## src/sv/ipd_pkg.sv

```systemverilog
package ipd_pkg;

    // Default width of the decimal frame length counter.
    localparam int LENGTH_WIDTH_DEF = 16;

    // Reset value of the start byte register.
    localparam logic [7:0] START_BYTE_RST = 8'h42;

    // Characters of the outer frame.
    localparam logic [7:0] CHAR_COLON = 8'h3A;
    localparam logic [7:0] CHAR_ZERO  = 8'h30;
    localparam logic [7:0] CHAR_NINE  = 8'h39;
    localparam logic [3:0] DEC_BASE   = 4'd10;

    // Header text "+IPD," and its length.
    localparam logic [2:0] HDR_LEN = 3'd5;

    typedef enum logic [1:0] {
        OUT_HUNT = 2'd0,
        OUT_LEN  = 2'd1,
        OUT_DATA = 2'd2
    } outer_phase_t;

    typedef enum logic [1:0] {
        IN_WAIT = 2'd0,
        IN_ID   = 2'd1,
        IN_LEN  = 2'd2,
        IN_DATA = 2'd3
    } inner_phase_t;

    // One result item as it leaves the inner layer.
    typedef struct packed {
        logic [7:0] packet_id;
        logic [7:0] packet_length;
        logic [7:0] data_byte;
        logic       byte_valid;
        logic       last_of_packet;
    } pkt_result_t;

    // Handoff from the outer layer to the inner layer.
    typedef struct packed {
        logic       take;
        logic [7:0] frame_byte;
    } frame_xfer_t;

    // Status from the inner layer back to the outer layer.
    typedef struct packed {
        logic emit;
        logic done;
    } inner_status_t;

    // Expected header character at a given match position.
    function automatic logic [7:0] hdr_char(input logic [2:0] pos);
        logic [7:0] ch;
        unique case (pos)
            3'd0:    ch = 8'h2B;
            3'd1:    ch = 8'h49;
            3'd2:    ch = 8'h50;
            3'd3:    ch = 8'h44;
            3'd4:    ch = 8'h2C;
            default: ch = 8'h00;
        endcase
        return ch;
    endfunction

endpackage

```

## src/sv/ipd_outer.sv

```systemverilog
module ipd_outer #(
    parameter int LENGTH_WIDTH = ipd_pkg::LENGTH_WIDTH_DEF
) (
    input  logic                  clk,
    input  logic                  rst_n,
    input  logic                  step,
    input  logic [7:0]            rx_byte,
    input  ipd_pkg::inner_status_t inner_status,
    output ipd_pkg::frame_xfer_t  xfer
);
    import ipd_pkg::*;

    localparam int PROD_WIDTH = LENGTH_WIDTH + 4;
    localparam logic [LENGTH_WIDTH-1:0] LEN_MAX = {LENGTH_WIDTH{1'b1}};

    outer_phase_t            phase_reg, phase_next;
    logic [2:0]              pos_reg, pos_next;
    logic [LENGTH_WIDTH-1:0] rem_reg, rem_next;

    logic [2:0]              pos_eff;
    logic [PROD_WIDTH-1:0]   rem_ext;
    logic [PROD_WIDTH-1:0]   rem_prod;
    logic [LENGTH_WIDTH-1:0] rem_sat;
    logic [LENGTH_WIDTH-1:0] rem_dec;
    logic                    is_digit;

    // Decimal accumulate: rem * 10 + digit, saturated to the counter width.
    assign rem_ext  = {4'b0, rem_reg};
    assign rem_prod = (rem_ext << 3) + (rem_ext << 1) + {{LENGTH_WIDTH{1'b0}}, rx_byte[3:0]};
    assign rem_sat  = (rem_prod[PROD_WIDTH-1:LENGTH_WIDTH] != 4'd0)
                      ? LEN_MAX : rem_prod[LENGTH_WIDTH-1:0];
    assign rem_dec  = (rem_reg != '0) ? rem_reg - 1'b1 : rem_reg;
    assign is_digit = (rx_byte >= CHAR_ZERO) && (rx_byte <= CHAR_NINE);
    assign pos_eff  = (pos_reg > (HDR_LEN - 3'd1)) ? 3'd0 : pos_reg;

    // Frame bytes go inward only in the data phase.
    assign xfer.take       = step && (phase_reg == OUT_DATA);
    assign xfer.frame_byte = rx_byte;

    // Next state of the header hunt, length reader and frame counter.
    always_comb
    begin
        phase_next = phase_reg;
        pos_next   = pos_reg;
        rem_next   = rem_reg;
        if (step)
        begin
            unique case (phase_reg)
                OUT_LEN:
                begin
                    if (rx_byte == CHAR_COLON)
                    begin
                        phase_next = (rem_reg == '0) ? OUT_HUNT : OUT_DATA;
                    end
                    else if (is_digit)
                    begin
                        rem_next = rem_sat;
                    end
                    else
                    begin
                        phase_next = OUT_HUNT;
                        pos_next   = 3'd0;
                        rem_next   = '0;
                    end
                end
                OUT_DATA:
                begin
                    rem_next = rem_dec;
                    if (rem_dec == '0 || inner_status.done)
                    begin
                        phase_next = OUT_HUNT;
                        pos_next   = 3'd0;
                        rem_next   = '0;
                    end
                end
                default:
                begin
                    // Header hunt; the unused phase code lands here too.
                    phase_next = OUT_HUNT;
                    if (rx_byte == hdr_char(pos_eff))
                    begin
                        if (pos_eff == HDR_LEN - 3'd1)
                        begin
                            pos_next   = 3'd0;
                            rem_next   = '0;
                            phase_next = OUT_LEN;
                        end
                        else
                        begin
                            pos_next = pos_eff + 3'd1;
                        end
                    end
                    else
                    begin
                        pos_next = 3'd0;
                    end
                end
            endcase
        end
    end

    always_ff @(posedge clk or negedge rst_n)
    begin
        if (!rst_n)
        begin
            phase_reg <= OUT_HUNT;
            pos_reg   <= 3'd0;
            rem_reg   <= '0;
        end
        else
        begin
            phase_reg <= phase_next;
            pos_reg   <= pos_next;
            rem_reg   <= rem_next;
        end
    end

endmodule

```

## src/sv/ipd_inner.sv

```systemverilog
module ipd_inner (
    input  logic                   clk,
    input  logic                   rst_n,
    input  ipd_pkg::frame_xfer_t   xfer,
    input  logic [7:0]             start_byte,
    output ipd_pkg::inner_status_t status,
    output ipd_pkg::pkt_result_t   result
);
    import ipd_pkg::*;

    inner_phase_t phase_reg, phase_next;
    logic [7:0]   id_reg, id_next;
    logic [7:0]   len_reg, len_next;
    logic [7:0]   seen_reg, seen_next;
    logic [7:0]   seen_inc;

    assign seen_inc = seen_reg + 8'd1;

    // Packet parse and result forming for one frame byte.
    always_comb
    begin
        phase_next = phase_reg;
        id_next    = id_reg;
        len_next   = len_reg;
        seen_next  = seen_reg;
        status     = '0;
        result.packet_id      = id_reg;
        result.packet_length  = len_reg;
        result.data_byte      = xfer.frame_byte;
        result.byte_valid     = 1'b1;
        result.last_of_packet = 1'b0;
        if (xfer.take)
        begin
            unique case (phase_reg)
                IN_WAIT:
                begin
                    if (xfer.frame_byte == start_byte)
                    begin
                        phase_next = IN_ID;
                    end
                end
                IN_ID:
                begin
                    id_next    = xfer.frame_byte;
                    phase_next = IN_LEN;
                end
                IN_LEN:
                begin
                    len_next  = xfer.frame_byte;
                    seen_next = 8'd0;
                    if (xfer.frame_byte == 8'd0)
                    begin
                        // Empty packet: one result with no payload.
                        status.emit           = 1'b1;
                        status.done           = 1'b1;
                        result.packet_length  = 8'd0;
                        result.data_byte      = 8'd0;
                        result.byte_valid     = 1'b0;
                        result.last_of_packet = 1'b1;
                        phase_next            = IN_WAIT;
                    end
                    else
                    begin
                        phase_next = IN_DATA;
                    end
                end
                IN_DATA:
                begin
                    seen_next   = seen_inc;
                    status.emit = 1'b1;
                    if (seen_inc == len_reg)
                    begin
                        status.done           = 1'b1;
                        result.last_of_packet = 1'b1;
                        phase_next            = IN_WAIT;
                    end
                end
                default:
                begin
                    phase_next = IN_WAIT;
                end
            endcase
        end
    end

    always_ff @(posedge clk or negedge rst_n)
    begin
        if (!rst_n)
        begin
            phase_reg <= IN_WAIT;
            id_reg    <= 8'd0;
            len_reg   <= 8'd0;
            seen_reg  <= 8'd0;
        end
        else
        begin
            phase_reg <= phase_next;
            id_reg    <= id_next;
            len_reg   <= len_next;
            seen_reg  <= seen_next;
        end
    end

endmodule

```

## src/sv/ipd_packet_deframer.sv

```systemverilog
// Channel   Handshake              Payload
// -------   --------------------   ---------------------------------------------
// in        in_valid / in_stall    rx_byte
// out       out_valid / out_stall  packet_id, packet_length, data_byte,
//                                  byte_valid, last_of_packet
// cfg       cfg_valid / cfg_ready  start_byte
//
// An item is registered in the input register on accept and parsed once the result
// register can take a result, which it then holds; one byte per cycle is sustained
// while the output is not stalled, set by the single parse step between the input
// register and the result register. rst_n clears all parser state and sets
// start_byte to 66. A stalled result holds in the output register; the input stalls
// only when the input register is occupied and the output holds a stalled result.
module ipd_packet_deframer #(
    parameter int LENGTH_WIDTH = ipd_pkg::LENGTH_WIDTH_DEF
) (
    input  logic       clk,
    input  logic       rst_n,
    input  logic       in_valid,
    output logic       in_stall,
    input  logic [7:0] rx_byte,
    output logic       out_valid,
    input  logic       out_stall,
    output logic [7:0] packet_id,
    output logic [7:0] packet_length,
    output logic [7:0] data_byte,
    output logic       byte_valid,
    output logic       last_of_packet,
    input  logic       cfg_valid,
    output logic       cfg_ready,
    input  logic [7:0] start_byte
);
    import ipd_pkg::*;

    logic          in_full_reg;
    logic [7:0]    rx_reg;
    logic [7:0]    start_reg;
    logic          out_valid_reg;
    pkt_result_t   res_reg;
    logic          step;
    logic          in_accept;
    frame_xfer_t   xfer;
    inner_status_t inner_status;
    pkt_result_t   result;

    // Parse the held byte whenever the output register can take a result.
    assign step      = in_full_reg && (!out_valid_reg || !out_stall);
    assign in_stall  = in_full_reg && !step;
    assign in_accept = in_valid && !in_stall;
    assign cfg_ready = 1'b1;

    ipd_outer #(
        .LENGTH_WIDTH (LENGTH_WIDTH)
    ) u_outer (
        .clk          (clk),
        .rst_n        (rst_n),
        .step         (step),
        .rx_byte      (rx_reg),
        .inner_status (inner_status),
        .xfer         (xfer)
    );

    ipd_inner u_inner (
        .clk        (clk),
        .rst_n      (rst_n),
        .xfer       (xfer),
        .start_byte (start_reg),
        .status     (inner_status),
        .result     (result)
    );

    // Configuration register.
    always_ff @(posedge clk or negedge rst_n)
    begin
        if (!rst_n)
        begin
            start_reg <= START_BYTE_RST;
        end
        else if (cfg_valid && cfg_ready)
        begin
            start_reg <= start_byte;
        end
    end

    // Input register.
    always_ff @(posedge clk or negedge rst_n)
    begin
        if (!rst_n)
        begin
            in_full_reg <= 1'b0;
        end
        else if (in_accept)
        begin
            in_full_reg <= 1'b1;
        end
        else if (step)
        begin
            in_full_reg <= 1'b0;
        end
    end

    always_ff @(posedge clk)
    begin
        if (in_accept)
        begin
            rx_reg <= rx_byte;
        end
    end

    // Result register.
    always_ff @(posedge clk or negedge rst_n)
    begin
        if (!rst_n)
        begin
            out_valid_reg <= 1'b0;
        end
        else if (step)
        begin
            out_valid_reg <= inner_status.emit;
        end
        else if (!out_stall)
        begin
            out_valid_reg <= 1'b0;
        end
    end

    always_ff @(posedge clk)
    begin
        if (step && inner_status.emit)
        begin
            res_reg <= result;
        end
    end

    assign out_valid      = out_valid_reg;
    assign packet_id      = res_reg.packet_id;
    assign packet_length  = res_reg.packet_length;
    assign data_byte      = res_reg.data_byte;
    assign byte_valid     = res_reg.byte_valid;
    assign last_of_packet = res_reg.last_of_packet;

    // An empty-packet result is always the last one and carries a zero data byte.
    assert property (@(posedge clk) disable iff (!rst_n)
        out_valid && !byte_valid |-> last_of_packet && data_byte == 8'd0)
        else $error("empty result without last mark or with data");

    // The input only stalls while a byte is held and cannot be parsed.
    assert property (@(posedge clk) disable iff (!rst_n)
        in_stall |-> in_full_reg && out_valid_reg && out_stall)
        else $error("input stalled without cause");

    // A new result only appears after a parse step.
    assert property (@(posedge clk) disable iff (!rst_n)
        $rose(out_valid) |-> $past(step))
        else $error("result appeared without a parse step");

    // Frame bytes reach the inner layer only during a parse step.
    assert property (@(posedge clk) disable iff (!rst_n)
        xfer.take |-> step)
        else $error("frame byte passed inward without a parse step");

endmodule
```

## config.mk

```make
export PLATFORM = sky130hd
export DESIGN_NAME = ipd_packet_deframer
export DESIGN_NICKNAME = d
export VERILOG_FILES = /design/src/sv/ipd_pkg.sv /design/src/sv/ipd_outer.sv /design/src/sv/ipd_inner.sv /design/src/sv/ipd_packet_deframer.sv
export SDC_FILE = /design/constraint.sdc
export NUM_CORES = 1
export LEC_CHECK = 0
export ABC_AREA = 1
export BUFFER_PORTS_ARGS = -buffer_cell sky130_fd_sc_hd__buf_2
export CAP_MARGIN = 20
export CORE_UTILIZATION = 53
export DETAILED_ROUTE_END_ITERATION = 12
export PLACE_DENSITY_LB_ADDON = 0.05
export SLEW_MARGIN = 20
export SYNTH_ARGS = -nofsm -noshare
export SYNTH_HDL_FRONTEND = slang
export SYNTH_SLANG_ARGS = --single-unit
```

## constraint.sdc

```tcl
create_clock -name clk -period 3.4 [get_ports clk]
set_clock_uncertainty 0.1 [all_clocks]
set_input_delay 0.34 -clock clk [delete_from_list [all_inputs] [get_ports clk]]
set_output_delay 0.34 -clock clk [all_outputs]
set_load 0.02 [all_outputs]
```

Yosys cells after proc, flatten, opt, wreduce, memory -nomap -nowiden. Cells that the tools add are included. Widths: inputs -> output; s select.

Output and inout port bits: 29. Word-level logic and storage cells: 117. Register bits: 91. Input bits: 21.

Add/sub/neg operators: 5. Multiplexer cells: 42. Equal/unequal tests: 20. Reduce and logical (&&, ||, !) cells: 31. Order comparisons: 3.

Operator list (number): $mux 16 (7); $mux 18 (2); $pmux 7 s5 (1); $logic_not 16->1 (2); $pmux 16 s2 (1); $eq 8x8->1 (3); $add 19x17->20 (1); $add 20x4->20 (1); $mux 2 (10); $mux 3 (6); $mux 17 (1); $mux 8 (2); $pmux 8 s2 (1); $reduce_bool 16->1 (1); $sub 16x1->16 const B (1); $add 8x1->8 const B (1); $eq 8x6->1 const B (1); $ge 8x6->1 const B (1); $le 8x6->1 const B (1); $logic_not 8->1 (1); $pmux 2 s2 (2); $pmux 2 s4 (1); $reduce_and 4->1 (2); $eq 2x2->1 const B (3); 23 further kinds (48).

Longest topological paths before layout. Gate-level depths: netlist (run 1).

Depth in word-level cells: 9. Gate-level depth with buffers: 18. Mapped depth without buffers: 17.

By module. Synthesis (run 1) repeated with hierarchy kept, for this count alone.

Cells, all modules: 871. Area total of the unflattened synthesis: 6444.9 um2.

Modules (own cells, without submodules): ipd_outer (sequential area each 525.5 um2, instances 1, area an instance 3437.0 um2, cells each 565); ipd_inner (sequential area each 650.6 um2, instances 1, area an instance 1560.2 um2, cells each 222); ipd_packet_deframer (sequential area each 1273.7 um2, instances 1, area an instance 1447.6 um2, cells each 84).

Worst setup path after synthesis (run 1). Ideal clock, no wire load.

Path type: register -> register. Start point: reg rx_reg[3]. End point: reg u_outer.rem_reg[4]. Stages on the path, launching flop included: 17. Arrival: 2738 ps. Setup time: 116 ps. Period minus slack after synthesis: 2954 ps. Required time: 3184 ps. Path buffers: 1. Slack: 446 ps. Cells stage by stage: edfxtp_1 > fa_1 > inv_1 > fa_1 > o21ai_2 > nand2_1 > nand2_1 > nand2_1 > nand3_1 > nand2_1 > nor2_2 > buf_4 > nand3_1 > nand2_1 > nand2_1 > nand2_1 > nand2_1.

Cells in the longest elaborated chain, start to end: 7. Elaborated cells between the ends (all ways): 20. Those cells by class: add/sub (1); order compare (2); eq/ne (3); mux (8); reduce/logical (6).

RTL lines: from (decl) (RTL line ipd_packet_deframer.sv:36) `logic [7:0] rx_reg;`; from (signal assigned) (RTL line ipd_packet_deframer.sv:106) `rx_reg <= rx_byte;`; parallel branches: the longest is 7 deep, another holds $add 20x4->20; to (signal assigned) (RTL line ipd_outer.sv:114) `rem_reg <= rem_next;`; to (decl) (RTL line ipd_outer.sv:18) `logic [LENGTH_WIDTH-1:0] rem_reg, rem_next;`.

Parallel ways; which one is timed is not known. The select of a mux whose other input is x is not followed. A chain may end at the register's enable or synchronous reset.

Worst setup path after layout (run 1).
Start point: reg rx_reg[3]. End point: reg u_outer.rem_reg[10].

The elaborated chain is that of the path after synthesis.

==> metrics, run 1 <==
Antenna Nets Post-Route=0; DIE HEIGHT=~110 µm; drt via density=5.279; GR Overflow Total=0; Synth Flop Type=dfrtp_1; hold slack=41.90 ps; num rows=39; CTS Buf Count=9; origin of the critical flop-to-flop path=rx_reg[3]; PortBufs=48; final WL=roughly 15,000 µm; min Tclk post-route=about 3000 ps; total of max-cap violations=0; largest net degree at the start of global routing=42; syn_nets=884; CTS Hold Bufs=0; Synth Register Bits=91; total track usage=0.2597; gate count of the mapped netlist=roughly 800; Pwr Density=354.3 mW/mm²; CTS tree=built; Pins Over Slew Limit=0; status=finished, final reports clean; peak supply drop=550.4 µV; H-tree depth=3; Yosys warning count=0; Detailed Routing Iterations Pass 1=5; Reg-to-Reg End=u_outer.rem_reg[10]; Placer Congestion=0.8391; Yosys top cell by area=dfrtp_1; Clock Sinks=91; Top Ports=50; drt wl/cell=14.67 µm; Final Util=0.6049; vias in the first global route=4,964; Max Freq=0.3292 GHz; Die Width=roughly 110 µm; fraction of layout cells with a size suffix above 1=0.1375; reg-to-reg setup timing slack=~360 ps; largest cells by area after synthesis=dfrtp_1 (22%), edfxtp_1 (16%), nand2_1 (16%); Rel. slew slack=0.3528; Clock Path Buffers=2; final setup fails=0; Arrival @ worst endpoint=between 3000 and 4000 ps; number of enable flip-flop cells after synthesis=34; cells resized by post-CTS repair=0; Setup TNS=0 ps; Initial Util=0.5428; Core ar.=0.01142 mm²; Area Growth Syn to Fin=11.43%; Cell Area, Synth=0.006198 mm²; fraction of registers with async set/reset=0.6264; Final #Nets=932; Worst EP required=3530 ps; CP Class=flip-flop to flip-flop; Hold Path Class=primary input to asynchronous set/reset pin; CP Max Fanout=16; max reg flops=16; # DRC=0; Clk Latency, worst-skew pair=350 ps; DP HPWL=11,560 µm; sequential area share after synthesis=0.3952; kind of end point of the critical path=flip-flop; worst-path cell chain=fa_1 > inv_1 > fa_1 > o21ai_2 > nand2_1 > nand2_1 > nand2_1 > nand3_1 > nand2_1 > nor2_2 > buf_4 > nand3_1 > nand2_1 > nand2_1 > nand2_1 > nand2_1; slew of the pin with the lowest slew margin=970.8 ps; crit start category=flip-flop; first-pass GRT wire length=roughly 24,000 µm; synth unique cells=43; max incr delay on CP=between 500 and 600 ps; root buffer cell=clkbuf_16; Final Hold Vio Count=0; Synth top area share=0.2220; CP max-delay cell=fa_1; unrepaired setup endpoints after global routing=no; via count=around 5,400; leakage power=just under 4 nW; total chip power=around 2.4 mW; Iteration-0 DRC Markers=394; Die Footprint=0.01213 mm²; Antenna diodes=0; Most common cell on crit path=nand2_1; Worst R2R Path Depth=16; Reg clk slew, reported paths=about 70 ps; Avg Inst Size Synth=7.559 µm²; Post-CTS Setup Repair Bufs=0; initial antenna violation count=0; period utilisation layout=0.8935
-- cells in the mapped netlist, types with 2 or more instances --
cell type	number
nand2_1	258
inv_1	94
nor2_1	77
nand3_1	60
dfrtp_1	55
ha_1	41
edfxtp_1	34
o21ai_0	34
a21oi_1	33
clkbuf_1	14
xor2_1	12
nand3_2	11
nand3b_1	9
nor2_2	9
xnor2_1	9
nand4_1	8
nand2_2	7
nor4_1	6
o21ai_1	5
or2_2	5
buf_4	4
nor2_4	4
a21o_1	3
buf_6	3
nor3_1	3
dfstp_2	2
fa_1	2
mux2_2	2
o22ai_1	2
-- worst max-delay path, delay by kind of cell, from the launching register on --
| family | cells | cell delay [ps] |
|---|---|---|
| adders and majority gates | 2 | 1040 |
| and+or+nand+nor | 11 | 870 |
| buffers and inverters | 2 | 280 |
| AOI/OAI and AO/OA | 1 | 210 |
| DFF | 1 | 420 |
-- placed cells by master, fill, tap and decap left out, types with 2 or more instances in the layout --
cell type / synthesis / routed
buf_4: 4 / 11
nor2_1: 77 / 76
nand3b_1: 9 / 9
edfxtp_1: 34 / 34
dfstp_2: 2 / 2
inv_1: 94 / 94
or2_2: 5 / 5
a21oi_1: 33 / 33
o22ai_1: 2 / 2
nor4_1: 6 / 6
inv_8: 0 / 2
xnor2_1: 9 / 9
nand3_2: 11 / 11
clkbuf_16: 0 / 10
nand3_1: 60 / 60
nand4_1: 8 / 8
nor2_2: 9 / 10
o21ai_1: 5 / 5
inv_6: 0 / 2
a21o_1: 3 / 3
nand2_1: 258 / 258
nor2_4: 4 / 4
o21ai_0: 34 / 34
mux2_2: 2 / 2
dfrtp_1: 55 / 55
ha_1: 41 / 41
nor3_1: 3 / 3
nand2_2: 7 / 7
xor2_1: 12 / 12
buf_2: 1 / 48
fa_1: 2 / 2
-- cells by family after synthesis --
group,after synthesis,share of synthesized area
DFF,91,0.3952
AOI/OAI and AO/OA,84,0.07307
xor gates and xnor gates,21,0.02967
other,1,0.0006050
muxes,2,0.003633
buffers and inverters,116,0.07650
adders and majority gates,43,0.08922
and+or+nand+nor,462,0.3321
-- layout make-up --
cell class	instances	area, µm²
Fill cell	1053	4512
Multi-Input combinational cell	613	3277
Sequential cell	91	2450
Inverter	94	352.8
Timing Repair Buffer	59	322.8
Clock buffer	10	250.2
Tap cell	143	178.9
Clock inverter	6	75.07
-- routing by layer --
metal | part of all wire | vias to the layer above | track usage
li1 | - | 2742 | -
met1 | 0.49 | 2498 | 0.3584
met2 | 0.46 | 106 | 0.4290
met3 | 0.035 | 17 | 0.03880
met4 | 0.013 | 0 | 0.06203
met5 | 0 | - | 0
-- power breakdown --
| group | total, mW | switching, mW | leakage [nW] | internal, mW |
|---|---|---|---|---|
| registers | 1.20 | 0.0291 | 1.01 | 1.17 |
| logic | 0.166 | 0.106 | 2.66 | 0.0605 |
| clock network | 1.08 | 0.450 | 0.162 | 0.629 |
-- metrics by stage --
step	cells	worst slack [ps]	cell area, µm²
2_1_floorplan	820	445.8	6198
3_3_place_gp	1000	381.7	6581
4_1_cts	1016	351.9	6907
3_5_place_dp	1000	367.1	6581
6_report	1016	362.0	6907
5_1_grt	1016	59.38	6907
-- how the worst max path moves through the flow --
stage	end	startpoint	slack, ps	depth (start not counted)
after global routing	u_outer.rem_reg[6]	u_outer.rem_reg[0]	60	16
after global placement	u_outer.rem_reg[0]	rx_reg[3]	380	16
after detailed placement	u_outer.rem_reg[12]	rx_reg[3]	370	16
after CTS	u_outer.rem_reg[12]	rx_reg[3]	350	16
after floorplan	u_outer.rem_reg[4]	rx_reg[3]	450	16
final	u_outer.rem_reg[10]	rx_reg[3]	360	16
No activity file was read; power rests on OpenSTA's default activity.
==> run 2, diff against run 1 <==
CORE_MARGIN = 8   (was not set)
HOLD_SLACK_MARGIN = 0.05   (was not set)
clock period = 2.9 ns   (was 3.4 ns; I/O delays follow)
==> run 2 against run 1 <==
Worst hold slack better by 14 ps. Clock power rose by 21%. Combinational power grew 30%. First-iteration DRC count shrank 7.6%. Final cell count grew 3.4%. Routed wire length rose by 7.9%. Critical path type unchanged. Fmax increased by 8.2%. Core utilization is 4.7 points higher. Total power rose by 20%. Sequential power increased by 18%. Non-clock buffer count up 35. Largest power group unchanged.
==> metrics, run 2 (synthesis gave the netlist of run 1 again) <==
Top Ports=50; most frequent cells in the layout=nand2_1 (249), inv_1 (93), nor2_1 (76), nand3_1 (48), buf_2 (48); unrepaired setup endpoints after global routing=yes; drt via density=5.320; H-tree depth=3; Core ar.=0.01142 mm²; total of max-cap violations=0; Max Freq=approximately 0.36 GHz; CTS tree=built; Die Footprint=0.01541 mm²; Worst Hold Path Cells=3; # DRC=0; peak supply drop=about 570 µV; Detailed Routing Iterations Pass 1=5; Setup TNS=0 ps; num rows=39; initial antenna violation count=0; Placer Congestion=roughly 0.87; Final #Nets=967; Final Util=0.6518; Hold Path Sink=start_reg[2]; CP max-delay cell=fa_1; Pins Over Slew Limit=0; Hold Path Class=primary input to flip-flop; Worst R2R Path Depth=16; Iteration-0 DRC Markers=364; max incr delay on CP=approximately 600 ps; Reg clk slew, reported paths=70 ps; period utilisation layout=0.9684; Initial Util=0.5428; fraction of layout cells with a size suffix above 1=0.2081; max reg flops=16; DP HPWL=11,890 µm; Worst EP required=between 3000 and 4000 ps; PortBufs=48; vias in the first global route=between 5,000 and 6,000; root buffer cell=clkbuf_16; CP Max Fanout=8; Clock Path Buffers=2; kind of end point of the critical path=flip-flop; total track usage=0.2115; min Tclk post-route=2808 ps; hold path start=start_byte[2]; final WL=16,090 µm; Final WS setup=around 90 ps; Die Width=124.1 µm; pre-CTS setup slack=27.44 ps; Pwr Density=394.2 mW/mm²; most common cell after layout, fill and taps aside=nand2_1; Area Growth Syn to Fin=20.06%; CTS Buf Count=9; total chip power=2.934 mW; Clock Sinks=91; Antenna diodes=0; CP bufs+invs=2; Antenna Nets Post-Route=0; GR Overflow Total=0; crit start category=flip-flop; DIE HEIGHT=about 120 µm; Clk Latency, worst-skew pair=350 ps; reg-to-reg setup timing slack=90 ps; status=finished, final reports clean; largest net degree at the start of global routing=34; CP Class=flip-flop to flip-flop; via count=about 5,600; first-pass GRT wire length=25,840 µm; Most common cell on crit path=nand2_1; leakage power=just over 4 nW; drt wl/cell=15.31 µm; Fillers=between 900 and 1,000; Arrival @ worst endpoint=around 3000 ps; Top Family by Delay on Critical Path=adder cells; Reg-to-Reg End=u_outer.rem_reg[1]; worst-path cell chain=fa_1 > inv_2 > fa_2 > o21ai_2 > nand2_1 > nand2_2 > nand2_2 > nand3_2 > nand2_2 > nor2_4 > clkbuf_16 > nand3b_1 > nand2_1 > nand2_1 > nand2_1 > nand2_1; final setup fails=0; Final Hold Vio Count=0; origin of the critical flop-to-flop path=u_outer.rem_reg[2]
[run 2: cell type report]
| class | instances | area [µm²] | area share |
|---|---|---|---|
| inverters | 94 | 352.8 | 0.04741 |
| repair buffers | 94 | 685.7 | 0.09213 |
| flip-flops and latches | 91 | 2462 | 0.3309 |
| clock buffers | 9 | 225.2 | 0.03026 |
| clock inverters | 7 | 107.6 | 0.01446 |
| well taps | 143 | 178.9 | 0.02404 |
| multi-input cells | 613 | 3430 | 0.4608 |
[run 2: per-stage QoR]
step,instance area (µm²),hold slack (ps),instances
CTS,7199,50.63,1044
global placement,6749,216.4,1016
floorplan,6208,-105.6,820
detailed placement,6749,215.5,1016
global route,7442,62.61,1051
finish,7442,56.39,1051
[run 2: timing repair]
item / in CTS / in global routing
pin swaps: 0 / 21
endpoints found under the hold margin: 65 / 0
resized for setup: 0 / 48
gates cloned: 0 / 2
hold buffers: 11 / 0
setup endpoints to repair: 3 / 21
setup buffers: 1 / 5
[run 2: worst max-delay path by stage]
| stage | from | end | slack [ps] | cells after the start |
|---|---|---|---|---|
| 2_1_floorplan | rx_reg[3] | u_outer.rem_reg[4] | 20 | 16 |
| 3_3_place_gp | rx_reg[3] | u_outer.rem_reg[13] | 70 | 16 |
| 3_5_place_dp | rx_reg[3] | u_outer.rem_reg[12] | 30 | 16 |
| 4_1_cts | rx_reg[3] | u_outer.rem_reg[12] | 3 | 16 |
| 5_1_grt | u_outer.rem_reg[2] | u_outer.rem_reg[1] | -100 | 16 |
| 6_report | u_outer.rem_reg[2] | u_outer.rem_reg[1] | 90 | 16 |
[run 2: worst min-delay path, stage by stage]
cell	delay (ps)
buf_2	80
nand2_1	40
o21ai_0	60
[run 2: power breakdown]
part	internal, mW	switching, mW
combinational	0.0846	0.131
sequential	1.37	0.0320
clock	0.771	0.541
[run 2: metal layers]
metal	up-vias	track usage	wire length, µm
met4	0	0.06543	325
met1	2616	0.2768	7213
met2	138	0.3477	7696
li1	2813	-	-
met3	24	0.03944	850
met5	-	0	0
